[src/hw/rtl/wavefront_slope_classifier_top_defines.svh]
// Assertion macros used by the wavefront slope classifier top level.
// Bodies are empty when SYNTHESIS is defined.
`ifndef WAVEFRONT_SLOPE_CLASSIFIER_TOP_DEFINES_SVH
`define WAVEFRONT_SLOPE_CLASSIFIER_TOP_DEFINES_SVH
`ifndef SYNTHESIS
`define WSC_ASSERT(lbl, c, r, prop, msg) \
	lbl: assert property (@(posedge c) disable iff (!r) prop) else $error(msg);
`define WSC_ASSERT_NEXT(lbl, c, r, ante, cons, msg) \
	lbl: assert property (@(posedge c) disable iff (!r) ante |=> cons) else $error(msg);
`else
`define WSC_ASSERT(lbl, c, r, prop, msg)
`define WSC_ASSERT_NEXT(lbl, c, r, ante, cons, msg)
`endif
`endif

[src/hw/rtl/wsc_ram.sv]
// Generic single-port synchronous RAM, registered read.
// No dependencies.
`timescale 1ns / 1ps
`default_nettype none
module wsc_ram #(
	parameter int WIDTH = 8,
	parameter int DEPTH = 16
) (
	input  wire logic                     clk,
	input  wire logic                     we,
	input  wire logic [$clog2(DEPTH)-1:0] addr,
	input  wire logic [WIDTH-1:0]         wdata,
	output logic      [WIDTH-1:0]         rdata
);
	logic [WIDTH-1:0] mem [DEPTH];

	always_ff @(posedge clk) begin
		if (we)
			mem[addr] <= wdata;
		rdata <= mem[addr];
	end
endmodule
`default_nettype wire

[config.mk]
export PLATFORM = sky130hd
export DESIGN_NAME = wsc_ram
export DESIGN_NICKNAME = d
export VERILOG_FILES = /design/src/hw/rtl/wavefront_slope_classifier_top_defines.svh /design/src/hw/rtl/wsc_ram.sv
export SDC_FILE = /design/constraint.sdc
export NUM_CORES = 1
export LEC_CHECK = 0
export BUFFER_PORTS_ARGS = -buffer_cell sky130_fd_sc_hd__buf_4
export CAP_MARGIN = 15
export CORE_ASPECT_RATIO = 0.75
export CORE_UTILIZATION = 46
export CTS_BUF_LIST = sky130_fd_sc_hd__clkbuf_8 sky130_fd_sc_hd__clkbuf_16
export DETAILED_ROUTE_END_ITERATION = 7
export PLACE_DENSITY = 0.63
export SKIP_LAST_GASP = 1
export SLEW_MARGIN = 0
export SYNTH_ARGS = -nofsm -noshare
export SYNTH_HDL_FRONTEND = slang
export SYNTH_SLANG_ARGS = --single-unit
[constraint.sdc]
create_clock -name clk -period 2.7 [get_ports clk]
set_clock_uncertainty 0.15 [all_clocks]
set_input_delay 0.54 -clock clk [delete_from_list [all_inputs] [get_ports clk]]
set_output_delay 0.54 -clock clk [all_outputs]
set_load 0.03 [all_outputs]
==> run summary <==
The instance count after placement with tap cells included came out at ~400. STA classifies the critical path startpoint as an input pin. The number of I/O pins came out at 22. The number of synthesized register bits is 136. The largest fanout on the critical path is 21. The H-tree depth is 4.

The power density relative to cell area came out at 836.0 mW/mm2. The wire length after detailed routing came out at 9977 um. The number of inserted filler cells in the final layout is 787.

Leaving out fill and tap cells, the most frequent cell in the layout is edfxtp_1. The routed via count divided by cell count is 5.598. The number of DRC markers after the initial detailed-route iteration is 280.

After clock tree synthesis, the clock-pin slew on the worst setup and hold paths is 0.06 ns. The number of nets with antenna violations after routing is 0. The startpoint identified for the worst hold timing path is wdata[2]. During synthesis, Yosys emitted a total of 0 warnings. The cell at the root of the clock tree is clkbuf_16. The routed wire length on met3 came out at ~740 um. Global routing consumed, over all layers together, 19.55% of the routing resources.

The HPWL reported at the end of detailed placement came out at between 6000 and 7000 um. For hold timing, the worst endpoint is mem[11][2]. STA puts the critical path data arrival time at approximately 1.8 ns. The number of cells in the finished layout apart from fillers came out at 430. The clock buffer count from CTS came out at 17.

The footprint of the flip-flops and latches came out at 0.004004 mm2. The worst setup slack for register-to-register paths is 1.21 ns. The post-cts sizing count came out at 0.

The count of unique library cells instantiated by Yosys came out at 18. Post-CTS timing repair inserted 0 buffers for setup. The uppermost layer routed is met4. The slew of the pin with the lowest slew margin is roughly 0.95 ns.

The total of hold buffers inserted after clock tree synthesis is 0. The detailed-route wire length per cell is 23.20 um. The peak supply drop is 423.8 uV. The final count of hold timing violations is 0. The multi-input gate area in the final layout is 0.001003 mm2. STA classifies the critical path endpoint as a flip-flop. The global placement routability congestion is 0.7777. The final design utilization came out at 58.75%. The initial antenna violation count is 0. The critical path in this run is classified as in2reg. The tightest min-delay check is of the in2reg type. The clock period minus final worst setup slack is 1.903 ns.

The beginning of the critical path is addr[0]. In this run the vertical extent of the chip is 92.90 um. The remaining global-route overflow came out at 0.

The analysis attributes to cell leakage a power of 0.002060 uW. In the final design database the tool counted 295 nets. The area of the core region came out at 0.01049 mm2. The number of antenna repair diodes is 0. The flow ran to the end, and the final reports show no timing, DRC or antenna violations. Data on the critical path is required at its endpoint by roughly 2.6 ns. Setup repair after global routing left no endpoint under its margin. In the final timing run, aggregate negative setup slack is 0 ns. In the layout the commonest cells are edfxtp_1 (128), buf_4 (42), mux4_2 (32). After synthesis, flip-flops and latches occupy 79.01% of the total area.

Max-cap violations in this run came to 0. The maximum number of pins on one net before global-route repair came out at 39. The maximum achievable frequency came out at 525.4 MHz. The cell depth of the worst hold path came out at 1. The synthesized area per cell came out at 22.03 um2. The number of global-route vias before repair was between 2000 and 3000.

The CTS sink count is 136. In the final routing, the length of wire on met1 measures 4501 um. The signed area change from the synthesized netlist to the final layout came out at 21.63%.

Before antenna repair, the detailed router went through 4 iterations. The placement-stage cell area came out at 0.005513 mm2. The global-route wire length before repair came out at 14990 um.

The worst register-to-register path ends at rdata[0]. The relative slew slack is 36.14%. Input and output buffers added on the ports amount to 21. Counting every instance in the synthesized netlist gives 230. The count of pins over their slew limit came out at 0. The number of buffers between clock root and the deepest sink came out at 2. The number of nets in the synthesized netlist is roughly 240. The final instance area is just over 0.006 mm2. The number of remaining DRC errors came out at 0. Setup violations remaining at the end of the flow were counted as 0. The cell area after technology mapping is around 0.005 mm2. The clock tree from TritonCTS is yes.

The starting density of the core is 48.31%. The share of the cycle needed by the critical path after routing came out at between 70% and 80%. The fraction of layout cells with a size suffix above 1 came out at 36.73%. The startpoint identified for the worst register-to-register timing path is mem[8][0].

The area of the die came out at around 0.011 mm2. The met2 wire length is ~4600 um. The number of cells on the worst reg-to-reg path is 3. The number of standard-cell rows in the floorplan is 32. Summing over every cut layer, the via total after detailed routing is about 2400. The clock latency on the worst-skew pair came out at 0.41 ns.

The overall die width came out at ~120 um.
-- per-stage QoR --
| step | hold WS, ns | setup slack (ns) | total power, uW |
|---|---|---|---|
| global route | 0.2898 | 0.7161 | 5284 |
| finish | 0.2810 | 0.7966 | 5153 |
| floorplan | 0.4849 | 0.5170 | 2564 |
| detailed placement | 0.5104 | 0.3581 | 2683 |
| CTS | 0.2711 | 0.7878 | 5186 |
| global placement | 0.5017 | 0.3902 | 2678 |
-- routing by layer --
metal | up-vias | GRT usage [%]
li1 | 1070 | -
met1 | 1250 | 28.20
met2 | 77 | 28.12
met3 | 10 | 5.296
met4 | 0 | 8.032
met5 | - | 0
-- sequential cells by signal (all words and copies together), names as in the netlist --
signal	flops
mem	128
rdata	8
-- where the power goes --
part	switching, uW	internal (uW)
combinational	149	109
sequential	17.5	2360
clock	874	1640
total	1040	4110
-- kinds of logic (layout without fill, tap and decap cells) --
kind of cell | Yosys count | in the layout | share of synthesized area [%]
DFF | 136 | 136 | 79.01
AOI/OAI and AO/OA | 16 | 16 | 2.370
and+or+nand+nor | 35 | 35 | 3.210
muxes | 32 | 32 | 14.22
buffers and inverters | 11 | 75 | 1.185
-- final cells by class --
type / count / share of cell area, %
Tap cell: 136 / 2.761
Timing Repair Buffer: 43 / 5.441
Clock buffer: 17 / 6.902
Multi-Input combinational cell: 83 / 16.28
Sequential cell: 136 / 64.96
Clock inverter: 15 / 3.654
-- critical path, stage by stage --
cell and delay, ns:
buf_4 0.24, nand2b_1 0.25, nor2_1 0.75
-- cells in the mapped netlist --
cell | n | area share, %
a22oi_1 | 16 | 2.4
and2_1 | 1 | 0.12
buf_1 | 4 | 0.30
buf_2 | 2 | 0.20
buf_6 | 2 | 0.44
clkbuf_1 | 2 | 0.15
clkbuf_2 | 1 | 0.099
dfxtp_1 | 8 | 3.2
edfxtp_1 | 128 | 76
mux4_2 | 32 | 14
nand2_1 | 9 | 0.67
nand2b_1 | 2 | 0.25
nand3_1 | 1 | 0.099
nand3b_1 | 2 | 0.30
nor2_1 | 13 | 0.96
nor2b_1 | 2 | 0.25
nor3_1 | 4 | 0.40
or3b_2 | 1 | 0.17
-- worst max path at each step --
stage | to | slack [ns] | cells after the start
after CTS | mem[6][1] | 0.79 | 3
after global routing | mem[6][1] | 0.72 | 3
final | mem[6][1] | 0.80 | 3
after detailed placement | mem[6][3] | 0.36 | 3
after floorplan | mem[0][0] | 0.52 | 2
after global placement | rdata[6] | 0.39 | 5
No activity file was read; power rests on OpenSTA's default activity.
