==> src/hw/rtl/wavefront_slope_classifier_top_defines.svh <==
// Assertion macros used by the wavefront slope classifier top level.
// Bodies are empty when SYNTHESIS is defined.
`ifndef WAVEFRONT_SLOPE_CLASSIFIER_TOP_DEFINES_SVH
`define WAVEFRONT_SLOPE_CLASSIFIER_TOP_DEFINES_SVH
`ifndef SYNTHESIS
`define WSC_ASSERT(lbl, c, r, prop, msg) \
	lbl: assert property (@(posedge c) disable iff (!r) prop) else $error(msg);
`define WSC_ASSERT_NEXT(lbl, c, r, ante, cons, msg) \
	lbl: assert property (@(posedge c) disable iff (!r) ante |=> cons) else $error(msg);
`else
`define WSC_ASSERT(lbl, c, r, prop, msg)
`define WSC_ASSERT_NEXT(lbl, c, r, ante, cons, msg)
`endif
`endif

==> src/hw/rtl/wsc_pkg.sv <==
// Shared constants, widths and helper functions of the slope classifier.
// No dependencies.
`timescale 1ns / 1ps
`default_nettype none
package wsc_pkg;
	localparam int MAX_COLS    = 2048;
	localparam int COL_BITS    = $clog2(MAX_COLS);
	localparam int LW_BITS     = 12;
	localparam int HEIGHT_BITS = 24;
	localparam int SCALE_BITS  = 24;
	localparam int BOUND_BITS  = 24;
	localparam int SLOPE_BITS  = 23;
	localparam int CFG_IDX_BITS  = 3;
	localparam int CFG_DATA_BITS = 24;
	localparam int DIFF_BITS   = HEIGHT_BITS + 1;
	localparam int T_BITS      = DIFF_BITS + SCALE_BITS;
	localparam int CORDIC_W    = T_BITS + 3;
	localparam int Z_BITS      = 32;
	localparam int CORDIC_STEPS = 28;
	localparam int STEP_BITS   = 5;
	localparam int ARC_BITS    = 22;
	localparam int PROD_BITS   = Z_BITS - 1 + ARC_BITS;
	localparam int SQ_BITS     = 2 * SLOPE_BITS;
	localparam int SQ_IN_BITS  = SQ_BITS + 1;
	localparam int ROOT_STEPS  = (SQ_IN_BITS + 1) / 2;
	localparam int ROOT_BITS   = ROOT_STEPS;
	localparam int RSTEP_BITS  = $clog2(ROOT_STEPS + 1);

	localparam logic [ARC_BITS-1:0]        ARCSEC_Q4_PER_RAD = 22'd3300240;
	localparam logic [SLOPE_BITS-1:0]      MAG_MAX = {SLOPE_BITS{1'b1}};
	localparam logic signed [CORDIC_W-1:0] X_INIT = CORDIC_W'(64'h1_0000_0000);
	localparam logic [PROD_BITS:0]         ROUND_HALF = (PROD_BITS + 1)'(64'h2000_0000);
	localparam logic [SQ_IN_BITS-1:0]      ROOT_BIT0 = SQ_IN_BITS'(1) << (2 * (ROOT_STEPS - 1));

	localparam logic [CFG_IDX_BITS-1:0] REG_LINE_WIDTH  = 3'd0;
	localparam logic [CFG_IDX_BITS-1:0] REG_ANGLE_SCALE = 3'd1;
	localparam logic [CFG_IDX_BITS-1:0] REG_UPPER_BOUND = 3'd2;
	localparam logic [CFG_IDX_BITS-1:0] REG_LOWER_BOUND = 3'd3;
	localparam logic [CFG_IDX_BITS-1:0] REG_SLOPE_LIMIT = 3'd4;

	localparam logic [1:0] BAND_IN     = 2'd0;
	localparam logic [1:0] BAND_HIGH   = 2'd1;
	localparam logic [1:0] BAND_LOW    = 2'd2;
	localparam logic [1:0] BAND_MASKED = 2'd3;

	function automatic logic [29:0] atan_q30(input logic [STEP_BITS-1:0] i);
		logic [29:0] v;
		case (i)
			5'd0:  v = 30'h3243F6A8;
			5'd1:  v = 30'h1DAC6705;
			5'd2:  v = 30'h0FADBAFC;
			5'd3:  v = 30'h07F56EA6;
			5'd4:  v = 30'h03FEAB76;
			5'd5:  v = 30'h01FFD55B;
			5'd6:  v = 30'h00FFFAAA;
			5'd7:  v = 30'h007FFF55;
			5'd8:  v = 30'h003FFFEA;
			5'd9:  v = 30'h001FFFFD;
			5'd10: v = 30'h000FFFFF;
			5'd11: v = 30'h0007FFFF;
			5'd12: v = 30'h0003FFFF;
			5'd13: v = 30'h0001FFFF;
			5'd14: v = 30'h0000FFFF;
			5'd15: v = 30'h00007FFF;
			5'd16: v = 30'h00003FFF;
			5'd17: v = 30'h00001FFF;
			5'd18: v = 30'h00000FFF;
			5'd19: v = 30'h000007FF;
			5'd20: v = 30'h000003FF;
			5'd21: v = 30'h000001FF;
			5'd22: v = 30'h000000FF;
			5'd23: v = 30'h0000007F;
			5'd24: v = 30'h0000003F;
			5'd25: v = 30'h0000001F;
			5'd26: v = 30'h0000000F;
			5'd27: v = 30'h00000008;
			default: v = '0;
		endcase
		return v;
	endfunction

	function automatic logic [1:0] band_of(
		input logic signed [HEIGHT_BITS-1:0] h,
		input logic                          m,
		input logic signed [BOUND_BITS-1:0]  ub,
		input logic signed [BOUND_BITS-1:0]  lb
	);
		logic [1:0] b;
		if (!m)
			b = BAND_MASKED;
		else if (h > ub)
			b = BAND_HIGH;
		else if (h < lb)
			b = BAND_LOW;
		else
			b = BAND_IN;
		return b;
	endfunction
endpackage
`default_nettype wire

==> src/hw/rtl/wsc_sqrt.sv <==
// Rounded integer square root, two input bits per cycle, saturated output.
// Depends on wsc_pkg.
`timescale 1ns / 1ps
`default_nettype none
module wsc_sqrt (
	input  wire logic                                 clk,
	input  wire logic                                 arst_n,
	input  wire logic                                 start,
	input  wire logic [wsc_pkg::SQ_IN_BITS-1:0]       s,
	output logic                                      done,
	output logic      [wsc_pkg::SLOPE_BITS-1:0]       root
);
	typedef enum logic [2:0] {
		SQ_IDLE = 3'b001,
		SQ_RUN  = 3'b010,
		SQ_RND  = 3'b100
	} sq_state_t;

	sq_state_t                       state_q;
	logic [wsc_pkg::SQ_IN_BITS-1:0]  v_q, r_q, bit_q;
	logic [wsc_pkg::SQ_IN_BITS:0]    rb;
	logic [wsc_pkg::RSTEP_BITS-1:0]  n_q;
	logic [wsc_pkg::ROOT_BITS:0]     rr;

	assign rb = {1'b0, r_q} + {1'b0, bit_q};
	assign rr = {1'b0, r_q[wsc_pkg::ROOT_BITS-1:0]} + (wsc_pkg::ROOT_BITS + 1)'(v_q > r_q);

	always_ff @(posedge clk or negedge arst_n) begin
		if (!arst_n) begin
			state_q <= SQ_IDLE;
			done    <= 1'b0;
			n_q     <= '0;
		end else begin
			done <= 1'b0;
			case (state_q)
				SQ_IDLE: begin
					n_q <= '0;
					if (start)
						state_q <= SQ_RUN;
				end
				SQ_RUN: begin
					n_q <= n_q + 1'b1;
					if (n_q == wsc_pkg::RSTEP_BITS'(wsc_pkg::ROOT_STEPS - 1))
						state_q <= SQ_RND;
				end
				SQ_RND: begin
					done    <= 1'b1;
					state_q <= SQ_IDLE;
				end
				default: state_q <= SQ_IDLE;
			endcase
		end
	end

	always_ff @(posedge clk) begin
		case (state_q)
			SQ_IDLE: begin
				if (start) begin
					v_q   <= s;
					r_q   <= '0;
					bit_q <= wsc_pkg::ROOT_BIT0;
				end
			end
			SQ_RUN: begin
				if ({1'b0, v_q} >= rb) begin
					v_q <= v_q - rb[wsc_pkg::SQ_IN_BITS-1:0];
					r_q <= (r_q >> 1) + bit_q;
				end else begin
					r_q <= r_q >> 1;
				end
				bit_q <= bit_q >> 2;
			end
			SQ_RND: begin
				root <= (rr > (wsc_pkg::ROOT_BITS + 1)'(wsc_pkg::MAG_MAX)) ?
					wsc_pkg::MAG_MAX : rr[wsc_pkg::SLOPE_BITS-1:0];
			end
			default: ;
		endcase
	end
endmodule
`default_nettype wire

==> config.mk <==
export PLATFORM = sky130hd
export DESIGN_NAME = wsc_sqrt
export DESIGN_NICKNAME = d
export VERILOG_FILES = /design/src/hw/rtl/wavefront_slope_classifier_top_defines.svh /design/src/hw/rtl/wsc_pkg.sv /design/src/hw/rtl/wsc_sqrt.sv
export SDC_FILE = /design/constraint.sdc
export NUM_CORES = 1
export LEC_CHECK = 0
export ABC_AREA = 0
export BUFFER_PORTS_ARGS = -buffer_cell sky130_fd_sc_hd__buf_2
export CAP_MARGIN = 10
export CORE_MARGIN = 2
export CORE_UTILIZATION = 35
export DETAILED_ROUTE_END_ITERATION = 7
export SLEW_MARGIN = 20
export SYNTH_ARGS = -nofsm -noshare
export SYNTH_HDL_FRONTEND = slang
export SYNTH_SLANG_ARGS = --single-unit
export TNS_END_PERCENT = 10
==> constraint.sdc <==
create_clock -name clk -period 10.7 [get_ports clk]
set_input_delay 0.535 -clock clk [delete_from_list [all_inputs] [get_ports clk]]
set_output_delay 0.535 -clock clk [all_outputs]
set_load 0.03 [all_outputs]
==> metrics.yaml <==
die_width_microns: 201
n_fill_cell: 3917
r2r_start: "r_q[2]"
syn2layout_area_growth_pct: 10.9
rsz0062_at_grt: "false"
timing.rr.end: "v_q[45]"
synth_edf_count: 141
clk_pin_slew_ps: 70
synth.net_count: 1744
viasPerCell: 5.79
cts_resized: 0
ys.flop_type: "edfxtp_1"
async_reset_ff_share_pct: 6.00
avgSynthCellArea_sq_um: 8.78
start_util_pct: 35.3
ys_seq_area_share_pct: 32.8
r2r_cells: 22
rows: 72
routabilityCongestion: 0.929
fmax_mhz: 137
grt_usage_pct: 20.6
syn-cell-area_sq_um: 13600
hp-start: "start"
clk_path_buf_depth: 2
endpoint_kind: "flop"
cap_viol_max_count: 0
status: "completed"
r2r_slack_ps: 3400
hp-class: "input port to flop"
die_area_sq_um: 40400
yosys.area.top_type: "edfxtp_1"
antenna_found_initial: 0
final_area_sq_um: 15100
h-tree-depth: 4
synth.distinct_cells: 81
gr-total-overflow: 0
ant_nets: 0
drc: 0
ys_ff_latch: 150
routed_wl_microns: 41700
grt_pass1_vias: 12000
die_h_microns: 201
path_class: "flop to flop"
dr.first_iter.drc_count: 819
dp.final_hpwl_microns: 31800
yosys_warnings: 0
dr_total_vias: 12300
finish.net_count: 1791
hold_violations: 0
setup_tns_ps: 0
worst_slew_margin_rel_pct: 32.4
final-max-slew-violation-count: 0
cts_tree: "yes"
hold_buffers: 1
cp.required_ps: 10790
min_path_cells: 3
firstDrtPassIters: 5
fin_crit_ps: 7300
n_antenna_cell: 0
syn_inst: 1547
numCtsBuffers: 17
critPathArrivalTime_ps: 7390
critPathLaunchType: "flop"
ys_top_cells_by_area: "edfxtp_1, ha_1, xnor2_1, nand2_1, o21ai_0"
yosysTopAreaCellShare_pct: 31.2
min_to: "state_q[1]"
setup_violations: 0
cts_num_sinks: 150
worstMarginPinSlew_ps: 1010
ios: 74
cts-root-buf: "clkbuf_16"
period_share_pct: 68.2
drive_above_1_share_pct: 9.58
core_area_sq_um: 38500
skew_ps: 11.7
grt_pass1_wl_microns: 65400
critical_path_peak_fanout: 47
wire_per_inst_microns: 19.6
grt_max_degree: 75
clock_latency_ps: 470
postCtsSetupBuffers: 0
numPortBuffers: 73
place_area_sq_um: 14400
## logic make-up after synthesis
kind of cell    count (synthesis)  share of synthesized area (%)
buf+inv                       134                           4.09
mux                             2                          0.157
xor+xnor                      126                           8.13
simple gates                  506                           18.1
flops                         150                           32.8
compound gates                482                           23.1
fa+ha+maj                     147                           13.6
## area by class of cell
type,count,area (sq um),area share [%]
clock buffers,24,537,3.56
clock inverters,8,75.1,0.498
multi-input cells,1263,8590,57.0
flip-flops and latches,150,4460,29.6
repair buffers,85,458,3.04
well taps,518,648,4.30
inverters,77,292,1.94
## worst max path at each step
stage	from	end	slack (ps)
6_report	r_q[2]	v_q[45]	3400
3_5_place_dp	r_q[2]	v_q[41]	3490
3_3_place_gp	r_q[2]	v_q[38]	3770
2_1_floorplan	r_q[2]	v_q[0]	3420
5_1_grt	r_q[10]	v_q[45]	2950
4_1_cts	r_q[2]	v_q[38]	3470
## cell usage in the layout (no fill, tap or decap), drive strengths merged, types with 33 or more instances in the layout
cell type / count
xor2: 38
and3: 43
o21ai: 116
a31oi: 50
a211oi: 33
buf: 84
a21o: 40
inv: 81
a21oi: 111
nor3: 42
nor2: 87
nand2: 179
ha: 146
xnor2: 88
nand4: 36
nand3: 44
edfxtp: 141
## routing by layer
metal  vias to the layer above  GRT usage, %  part of all wire, %
li1                       5910             -                    -
met5                         -             0                    0
met2                       398          35.7                   49
met1                      5934          25.5                   42
met4                         0          7.62                  2.7
met3                        72          3.86                  5.5
## sequential cells by signal, summed over array words and instances (netlist names)
name / flops
r_q: 47
v_q: 47
bit_q: 24
root: 23
n_q: 5
state_q: 3
done: 1
## synth_stat cells (all sizes together) (8+ instances only)
cell type	instances
nand2	179
ha	146
edfxtp	141
o21ai	116
a21oi	111
xnor2	88
nor2	87
inv	77
a31oi	50
nand3	44
and3	43
nor3	42
a21o	40
xor2	38
nand4	36
a211oi	33
clkbuf	32
buf	25
o31ai	25
o21bai	20
a31o	14
and2	13
nor2b	13
or4	11
a21boi	9
nand2b	9
o21a	9
dfrtp	8
## critical path, stage by stage, from the launching register on
cell	delay (ps)
edfxtp_1	530
ha_1	400
a21o_1	200
a21o_1	200
a21oi_1	190
o21ai_0	230
a2111o_1	530
nand4_1	190
nand2_1	150
o21ai_0	260
xor2_1	130
ha_1	430
nand2_1	100
o21a_1	210
o31ai_2	210
o21ai_1	100
a211o_1	330
a211oi_1	440
o221a_2	680
nand2_1	310
buf_4	310
a21oi_4	150
buf_4	570
## stage by stage
| stage | std cells | hold slack, ps | setup WS (ps) | util [%] |
|---|---|---|---|---|
| floorplan | 1547 | 239 | 3420 | - |
| global placement | 2092 | 397 | 3770 | 37.5 |
| detailed placement | 2092 | 394 | 3490 | 37.5 |
| CTS | 2125 | 293 | 3470 | 39.2 |
| global route | 2125 | 316 | 2950 | 39.2 |
| finish | 2125 | 311 | 3400 | 39.2 |
Power is not shown: default switching activity piles up to over one toggle a cycle in this logic, so the estimate is an artifact.
