## config.mk

```make
export PLATFORM = sky130hd
export DESIGN_NAME = wsc_slope
export DESIGN_NICKNAME = d
export VERILOG_FILES = /design/src/hw/rtl/wavefront_slope_classifier_top_defines.svh /design/src/hw/rtl/wsc_pkg.sv /design/src/hw/rtl/wsc_slope.sv
export SDC_FILE = /design/constraint.sdc
export NUM_CORES = 2
export LEC_CHECK = 0
export BUFFER_PORTS_ARGS = -buffer_cell sky130_fd_sc_hd__buf_2
export CORE_ASPECT_RATIO = 0.9
export CORE_MARGIN = 2
export CORE_UTILIZATION = 60
export CTS_CLUSTER_SIZE = 12
export DETAILED_ROUTE_END_ITERATION = 10
export GPL_TIMING_DRIVEN = 0
export PLACE_DENSITY_LB_ADDON = 0.12
export SYNTH_ARGS = -nofsm -noshare
export SYNTH_HDL_FRONTEND = slang
export SYNTH_SLANG_ARGS = --single-unit
```

## constraint.sdc

```tcl
create_clock -name clk -period 11.1 [get_ports clk]
set_clock_uncertainty 0.15 [all_clocks]
set_input_delay 1.665 -clock clk [delete_from_list [all_inputs] [get_ports clk]]
set_output_delay 1.665 -clock clk [all_outputs]
set_load 0.01 [all_outputs]
```

## src/hw/rtl/wavefront_slope_classifier_top_defines.svh

```systemverilog
// Assertion macros used by the wavefront slope classifier top level.
// Bodies are empty when SYNTHESIS is defined.
`ifndef WAVEFRONT_SLOPE_CLASSIFIER_TOP_DEFINES_SVH
`define WAVEFRONT_SLOPE_CLASSIFIER_TOP_DEFINES_SVH
`ifndef SYNTHESIS
`define WSC_ASSERT(lbl, c, r, prop, msg) \
	lbl: assert property (@(posedge c) disable iff (!r) prop) else $error(msg);
`define WSC_ASSERT_NEXT(lbl, c, r, ante, cons, msg) \
	lbl: assert property (@(posedge c) disable iff (!r) ante |=> cons) else $error(msg);
`else
`define WSC_ASSERT(lbl, c, r, prop, msg)
`define WSC_ASSERT_NEXT(lbl, c, r, ante, cons, msg)
`endif
`endif

```

## src/hw/rtl/wsc_pkg.sv

```systemverilog
// Shared constants, widths and helper functions of the slope classifier.
// No dependencies.
`timescale 1ns / 1ps
`default_nettype none
package wsc_pkg;
	localparam int MAX_COLS    = 2048;
	localparam int COL_BITS    = $clog2(MAX_COLS);
	localparam int LW_BITS     = 12;
	localparam int HEIGHT_BITS = 24;
	localparam int SCALE_BITS  = 24;
	localparam int BOUND_BITS  = 24;
	localparam int SLOPE_BITS  = 23;
	localparam int CFG_IDX_BITS  = 3;
	localparam int CFG_DATA_BITS = 24;
	localparam int DIFF_BITS   = HEIGHT_BITS + 1;
	localparam int T_BITS      = DIFF_BITS + SCALE_BITS;
	localparam int CORDIC_W    = T_BITS + 3;
	localparam int Z_BITS      = 32;
	localparam int CORDIC_STEPS = 28;
	localparam int STEP_BITS   = 5;
	localparam int ARC_BITS    = 22;
	localparam int PROD_BITS   = Z_BITS - 1 + ARC_BITS;
	localparam int SQ_BITS     = 2 * SLOPE_BITS;
	localparam int SQ_IN_BITS  = SQ_BITS + 1;
	localparam int ROOT_STEPS  = (SQ_IN_BITS + 1) / 2;
	localparam int ROOT_BITS   = ROOT_STEPS;
	localparam int RSTEP_BITS  = $clog2(ROOT_STEPS + 1);

	localparam logic [ARC_BITS-1:0]        ARCSEC_Q4_PER_RAD = 22'd3300240;
	localparam logic [SLOPE_BITS-1:0]      MAG_MAX = {SLOPE_BITS{1'b1}};
	localparam logic signed [CORDIC_W-1:0] X_INIT = CORDIC_W'(64'h1_0000_0000);
	localparam logic [PROD_BITS:0]         ROUND_HALF = (PROD_BITS + 1)'(64'h2000_0000);
	localparam logic [SQ_IN_BITS-1:0]      ROOT_BIT0 = SQ_IN_BITS'(1) << (2 * (ROOT_STEPS - 1));

	localparam logic [CFG_IDX_BITS-1:0] REG_LINE_WIDTH  = 3'd0;
	localparam logic [CFG_IDX_BITS-1:0] REG_ANGLE_SCALE = 3'd1;
	localparam logic [CFG_IDX_BITS-1:0] REG_UPPER_BOUND = 3'd2;
	localparam logic [CFG_IDX_BITS-1:0] REG_LOWER_BOUND = 3'd3;
	localparam logic [CFG_IDX_BITS-1:0] REG_SLOPE_LIMIT = 3'd4;

	localparam logic [1:0] BAND_IN     = 2'd0;
	localparam logic [1:0] BAND_HIGH   = 2'd1;
	localparam logic [1:0] BAND_LOW    = 2'd2;
	localparam logic [1:0] BAND_MASKED = 2'd3;

	function automatic logic [29:0] atan_q30(input logic [STEP_BITS-1:0] i);
		logic [29:0] v;
		case (i)
			5'd0:  v = 30'h3243F6A8;
			5'd1:  v = 30'h1DAC6705;
			5'd2:  v = 30'h0FADBAFC;
			5'd3:  v = 30'h07F56EA6;
			5'd4:  v = 30'h03FEAB76;
			5'd5:  v = 30'h01FFD55B;
			5'd6:  v = 30'h00FFFAAA;
			5'd7:  v = 30'h007FFF55;
			5'd8:  v = 30'h003FFFEA;
			5'd9:  v = 30'h001FFFFD;
			5'd10: v = 30'h000FFFFF;
			5'd11: v = 30'h0007FFFF;
			5'd12: v = 30'h0003FFFF;
			5'd13: v = 30'h0001FFFF;
			5'd14: v = 30'h0000FFFF;
			5'd15: v = 30'h00007FFF;
			5'd16: v = 30'h00003FFF;
			5'd17: v = 30'h00001FFF;
			5'd18: v = 30'h00000FFF;
			5'd19: v = 30'h000007FF;
			5'd20: v = 30'h000003FF;
			5'd21: v = 30'h000001FF;
			5'd22: v = 30'h000000FF;
			5'd23: v = 30'h0000007F;
			5'd24: v = 30'h0000003F;
			5'd25: v = 30'h0000001F;
			5'd26: v = 30'h0000000F;
			5'd27: v = 30'h00000008;
			default: v = '0;
		endcase
		return v;
	endfunction

	function automatic logic [1:0] band_of(
		input logic signed [HEIGHT_BITS-1:0] h,
		input logic                          m,
		input logic signed [BOUND_BITS-1:0]  ub,
		input logic signed [BOUND_BITS-1:0]  lb
	);
		logic [1:0] b;
		if (!m)
			b = BAND_MASKED;
		else if (h > ub)
			b = BAND_HIGH;
		else if (h < lb)
			b = BAND_LOW;
		else
			b = BAND_IN;
		return b;
	endfunction
endpackage
`default_nettype wire

```

## src/hw/rtl/wsc_slope.sv

```systemverilog
// Slope unit: |d| * scale, 28-step vectoring CORDIC, radians to Q19.4 arcsec.
// Depends on wsc_pkg.
`timescale 1ns / 1ps
`default_nettype none
module wsc_slope (
	input  wire logic                                 clk,
	input  wire logic                                 arst_n,
	input  wire logic                                 start,
	input  wire logic signed [wsc_pkg::DIFF_BITS-1:0] diff,
	input  wire logic        [wsc_pkg::SCALE_BITS-1:0] scale,
	output logic                                      done,
	output logic             [wsc_pkg::SLOPE_BITS-1:0] slope
);
	typedef enum logic [4:0] {
		SL_IDLE = 5'b00001,
		SL_MUL  = 5'b00010,
		SL_ITER = 5'b00100,
		SL_ARC  = 5'b01000,
		SL_RND  = 5'b10000
	} sl_state_t;

	sl_state_t                                 state_q;
	logic [wsc_pkg::DIFF_BITS-1:0]             dabs_q;
	logic signed [wsc_pkg::CORDIC_W-1:0]       x_q, y_q, xs, ys;
	logic signed [wsc_pkg::Z_BITS-1:0]         z_q, at;
	logic [wsc_pkg::STEP_BITS-1:0]             i_q;
	logic                                      tz_q;
	logic [wsc_pkg::Z_BITS-2:0]                zc;
	logic [wsc_pkg::PROD_BITS-1:0]             prod_q;
	logic [wsc_pkg::PROD_BITS:0]               rnd;
	logic [wsc_pkg::T_BITS-1:0]                t;

	assign xs  = x_q >>> i_q;
	assign ys  = y_q >>> i_q;
	assign at  = signed'({2'b00, wsc_pkg::atan_q30(i_q)});
	assign zc  = z_q[wsc_pkg::Z_BITS-1] ? '0 : z_q[wsc_pkg::Z_BITS-2:0];
	assign rnd = {1'b0, prod_q} + wsc_pkg::ROUND_HALF;
	assign t   = dabs_q * scale;

	always_ff @(posedge clk or negedge arst_n) begin
		if (!arst_n) begin
			state_q <= SL_IDLE;
			done    <= 1'b0;
			i_q     <= '0;
		end else begin
			done <= 1'b0;
			case (state_q)
				SL_IDLE: begin
					if (start)
						state_q <= SL_MUL;
				end
				SL_MUL: begin
					i_q     <= '0;
					state_q <= SL_ITER;
				end
				SL_ITER: begin
					i_q <= i_q + 1'b1;
					if (i_q == wsc_pkg::STEP_BITS'(wsc_pkg::CORDIC_STEPS - 1))
						state_q <= SL_ARC;
				end
				SL_ARC: state_q <= SL_RND;
				SL_RND: begin
					done    <= 1'b1;
					state_q <= SL_IDLE;
				end
				default: state_q <= SL_IDLE;
			endcase
		end
	end

	always_ff @(posedge clk) begin
		case (state_q)
			SL_IDLE: begin
				if (start)
					dabs_q <= diff[wsc_pkg::DIFF_BITS-1] ? unsigned'(-diff) : unsigned'(diff);
			end
			SL_MUL: begin
				x_q  <= wsc_pkg::X_INIT;
				y_q  <= signed'({3'b000, t});
				z_q  <= '0;
				tz_q <= (t == '0);
			end
			SL_ITER: begin
				if (!y_q[wsc_pkg::CORDIC_W-1]) begin
					x_q <= x_q + ys;
					y_q <= y_q - xs;
					z_q <= z_q + at;
				end else begin
					x_q <= x_q - ys;
					y_q <= y_q + xs;
					z_q <= z_q - at;
				end
			end
			SL_ARC: prod_q <= zc * wsc_pkg::ARCSEC_Q4_PER_RAD;
			SL_RND: slope <= tz_q ? '0 : rnd[wsc_pkg::PROD_BITS-1:30];
			default: ;
		endcase
	end
endmodule
`default_nettype wire

```

==> flow_summary_export.csv <==
group,metric,value,unit
run_status,status,"finished, violations left",
run_status,violations,"capacitance limit, slew limit",
synthesis,synthesis.instances,6269,
floorplan,ios,76,
routing,drt_wl_total,216,mm
finish,final_nets,7663,
placed_design,dp_hpwl,177,mm
grt,grt-ovfl-total,0,
synthesis,synth_top_area_share,26.0,%
finish,finalNonFillerCells,7641,
sta,setup_viol,0,
cts,cts_tree,"done",
cts,clkSinkCount,220,
grt,grt_pass1_vias,50400,
synthesis,yosysMostFrequentCell,"inv_1",
cts,clock_path_buffers,3,
synthesis,synth-edff-count,209,
grt,grtUsageTotal,45.5,%
worst_hold_path,worstHoldPathCells,2,
synthesis,synth_cell_types,101,
routing,routed_via_density,6.57,
critical_path,worstSetupEndpointType,"flop",
critical_path,crit_path_start_kind,"input pin",
synthesis,avgSynthCellArea,8.86,sq um
placed_design,place_inst,7577,
sta,worst_pin_slew,1.64,ns
critical_path,reg2regPathDepth,22,
sta,maxSlewViolCount,43,
floorplan,initial_core_util,60.7,%
synthesis,ys_async_sr_fraction,5.00,%
grt,antenna_found_initial,8,
finish,final_layout_size_suffix_gt1_share,6.31,%
placed_design,place_ws,-1.25,ns
sta,fin_crit_sh,99.8,%
sta,hold_viol_final,0,
sta,maxSlewHeadroom,-9.41,%
synthesis,syn-num-nets,7556,
grt,grt_max_degree,86,
grt,grt_first_pass_wirelength,319,mm
cts,cts_buffers,29,
cts,clk_pin_slew,0.07,ns
job,drv_cap,4,
cts,cts_max_level,1,
critical_path,cp.required,11.34,ns
cts,insertion_delay,0.66,ns
cts,root_buffer,"clkbuf_16",
routing,drtAntennaViolNets,0,
cts,postCtsSetupBuffers,0,
routing,dr_total_vias,50200,
routing,routedWlPerCell,28.2,microns
floorplan,chipHeight,293,microns
critical_path,critical_path_class,"input pin to flop",
floorplan,coreArea,0.0914,sq mm
finish,fin_util,64.1,%
finish,syn_to_final_growth,5.48,%
synthesis,synth_area,0.0555,sq mm
routing,drt_first_pass_iters,8,
routing,drc_errors,0,
sta,period_minus_slack,11.08,ns
cts,postCtsHoldBufs,0,
placed_design,gp_congestion,1.19,
synthesis,ys_warn_count,0,
critical_path,crit_fanout,10,
critical_path,arrival,11.32,ns
sta,max_freq,90.2,MHz
placed_design,io_buffers,69,
sta,rsz0062_at_grt,"true",
synthesis,synth_commonest_cells,"inv_1, fa_1, nand2_1",
synthesis,synth-seq-cells,220,
synthesis,synth_flop_cell,"edfxtp_1",
floorplan,die_w,325,microns
synthesis,ys_seq_area_share,11.8,%
worst_hold_path,hp-class,"flop to flop",
routing,initialDrtViolationCount,5948,
synthesis,synth_area_leader_cell,"fa_1",
floorplan,dieArea,0.0950,sq mm
synthesis,synthTopCellsByArea,"fa_1, ha_1, edfxtp_1",
floorplan,rows,105,
sta,layout_setup_ws,0.0179,ns
[layout make-up]
type | count | area (sq um)
multi-input cells | 4724 | 43800
repair buffers | 78 | 455
diodes | 12 | 30.0
inverters | 1024 | 3850
well taps | 1230 | 1540
fillers | 7584 | 32900
plain buffers | 299 | 1420
clock inverters | 21 | 199
flip-flops and latches | 220 | 6550
clock buffers | 33 | 741
[sequential cells by signal (all words and copies together) (netlist names)]
signal   count
done         1
z_q         32
y_q         52
dabs_q      25
i_q          5
tz_q         1
state_q      5
x_q         52
prod_q      24
slope       23
[kinds of logic after synthesis]
group / count (synthesis) / share of synthesized area (%)
buffers and inverters: 1325 / 9.41
flip-flops: 220 / 11.8
adder cells (fa/ha/maj): 1235 / 37.6
XOR/XNOR: 333 / 5.28
multiplexers: 247 / 6.98
AO/OA/AOI/OAI: 1128 / 13.2
AND/OR/NAND/NOR: 1781 / 15.7
[worst paths after layout]
path | slack (ns) | end | start
min in group asynchronous | 0.76 | done | arst_n
max in group asynchronous | 9.74 | state_q[0] | arst_n
hold / removal | 0.46 | slope[8] | prod_q[38]
hold reg to reg | 0.46 | slope[8] | prod_q[38]
setup reg to reg | 0.06 | y_q[51] | i_q[4]
setup / recovery | 0.02 | tz_q | scale[5]
[routing by layer]
| layer | vias up | GRT usage, % | share of wire (%) |
|---|---|---|---|
| met1 | 24800 | 61.0 | 40 |
| met5 | - | 0.455 | 0.041 |
| met4 | 8 | 20.7 | 5.6 |
| met2 | 3490 | 63.4 | 40 |
| li1 | 21200 | - | - |
| met3 | 700 | 19.5 | 15 |
[placed cells by master (no fill, tap or decap), types with 31 or more instances in the layout]
cell type	synthesis	layout
and3_1	48	48
inv_1	1021	1020
o21ai_0	241	240
a211oi_1	35	35
nor3_1	62	59
xnor2_1	191	191
and2_1	339	339
mux2_2	59	59
nand4_1	43	43
mux2i_1	84	84
clkbuf_1	218	212
xor2_1	141	141
a21oi_1	307	307
edfxtp_1	209	209
o21a_1	31	31
nand2b_1	63	63
mux4_2	96	96
nand3_1	88	88
a21o_1	113	113
a31oi_1	62	62
nor2_1	340	340
nor2b_1	40	40
ha_1	514	514
buf_2	22	91
fa_1	721	721
nand2_1	628	628
o211ai_1	31	31
[worst max-delay path: stages]
cell	delay, ns
clkbuf_1	0.53
clkbuf_2	0.44
nand2_1	0.14
fa_1	0.56
inv_1	0.07
fa_1	0.53
inv_1	0.05
fa_1	0.46
fa_1	0.52
inv_1	0.05
fa_1	0.48
fa_1	0.56
inv_1	0.06
fa_1	0.52
inv_1	0.04
ha_1	0.38
a21o_1	0.20
a21o_1	0.17
a21o_1	0.20
a211oi_1	0.62
o21ai_0	0.34
or3_1	0.47
a2111o_1	0.47
nor4_2	0.48
nand4_1	0.26
or4_1	0.62
nor3_4	0.41
[repair_timing]
action | 4_1_cts | 5_1_grt
gates resized for setup | 3 | 20
endpoints found under the hold margin | 0 | 0
setup endpoints to repair | 1 | 15
[metrics by stage]
step / setup TNS [ns] / hold WS (ns) / cell area [sq um]
after floorplan: 0 / 0.406 / 55500
after global placement: -1.21 / 0.428 / 57400
after detailed placement: -1.25 / 0.446 / 57500
after CTS: 0 / 0.460 / 58500
after global routing: -0.257 / 0.488 / 58500
final: 0 / 0.461 / 58600
Power is left out: the tool's default activity adds up to more than one toggle a clock period on the data nets, which glitch-free logic cannot reach.
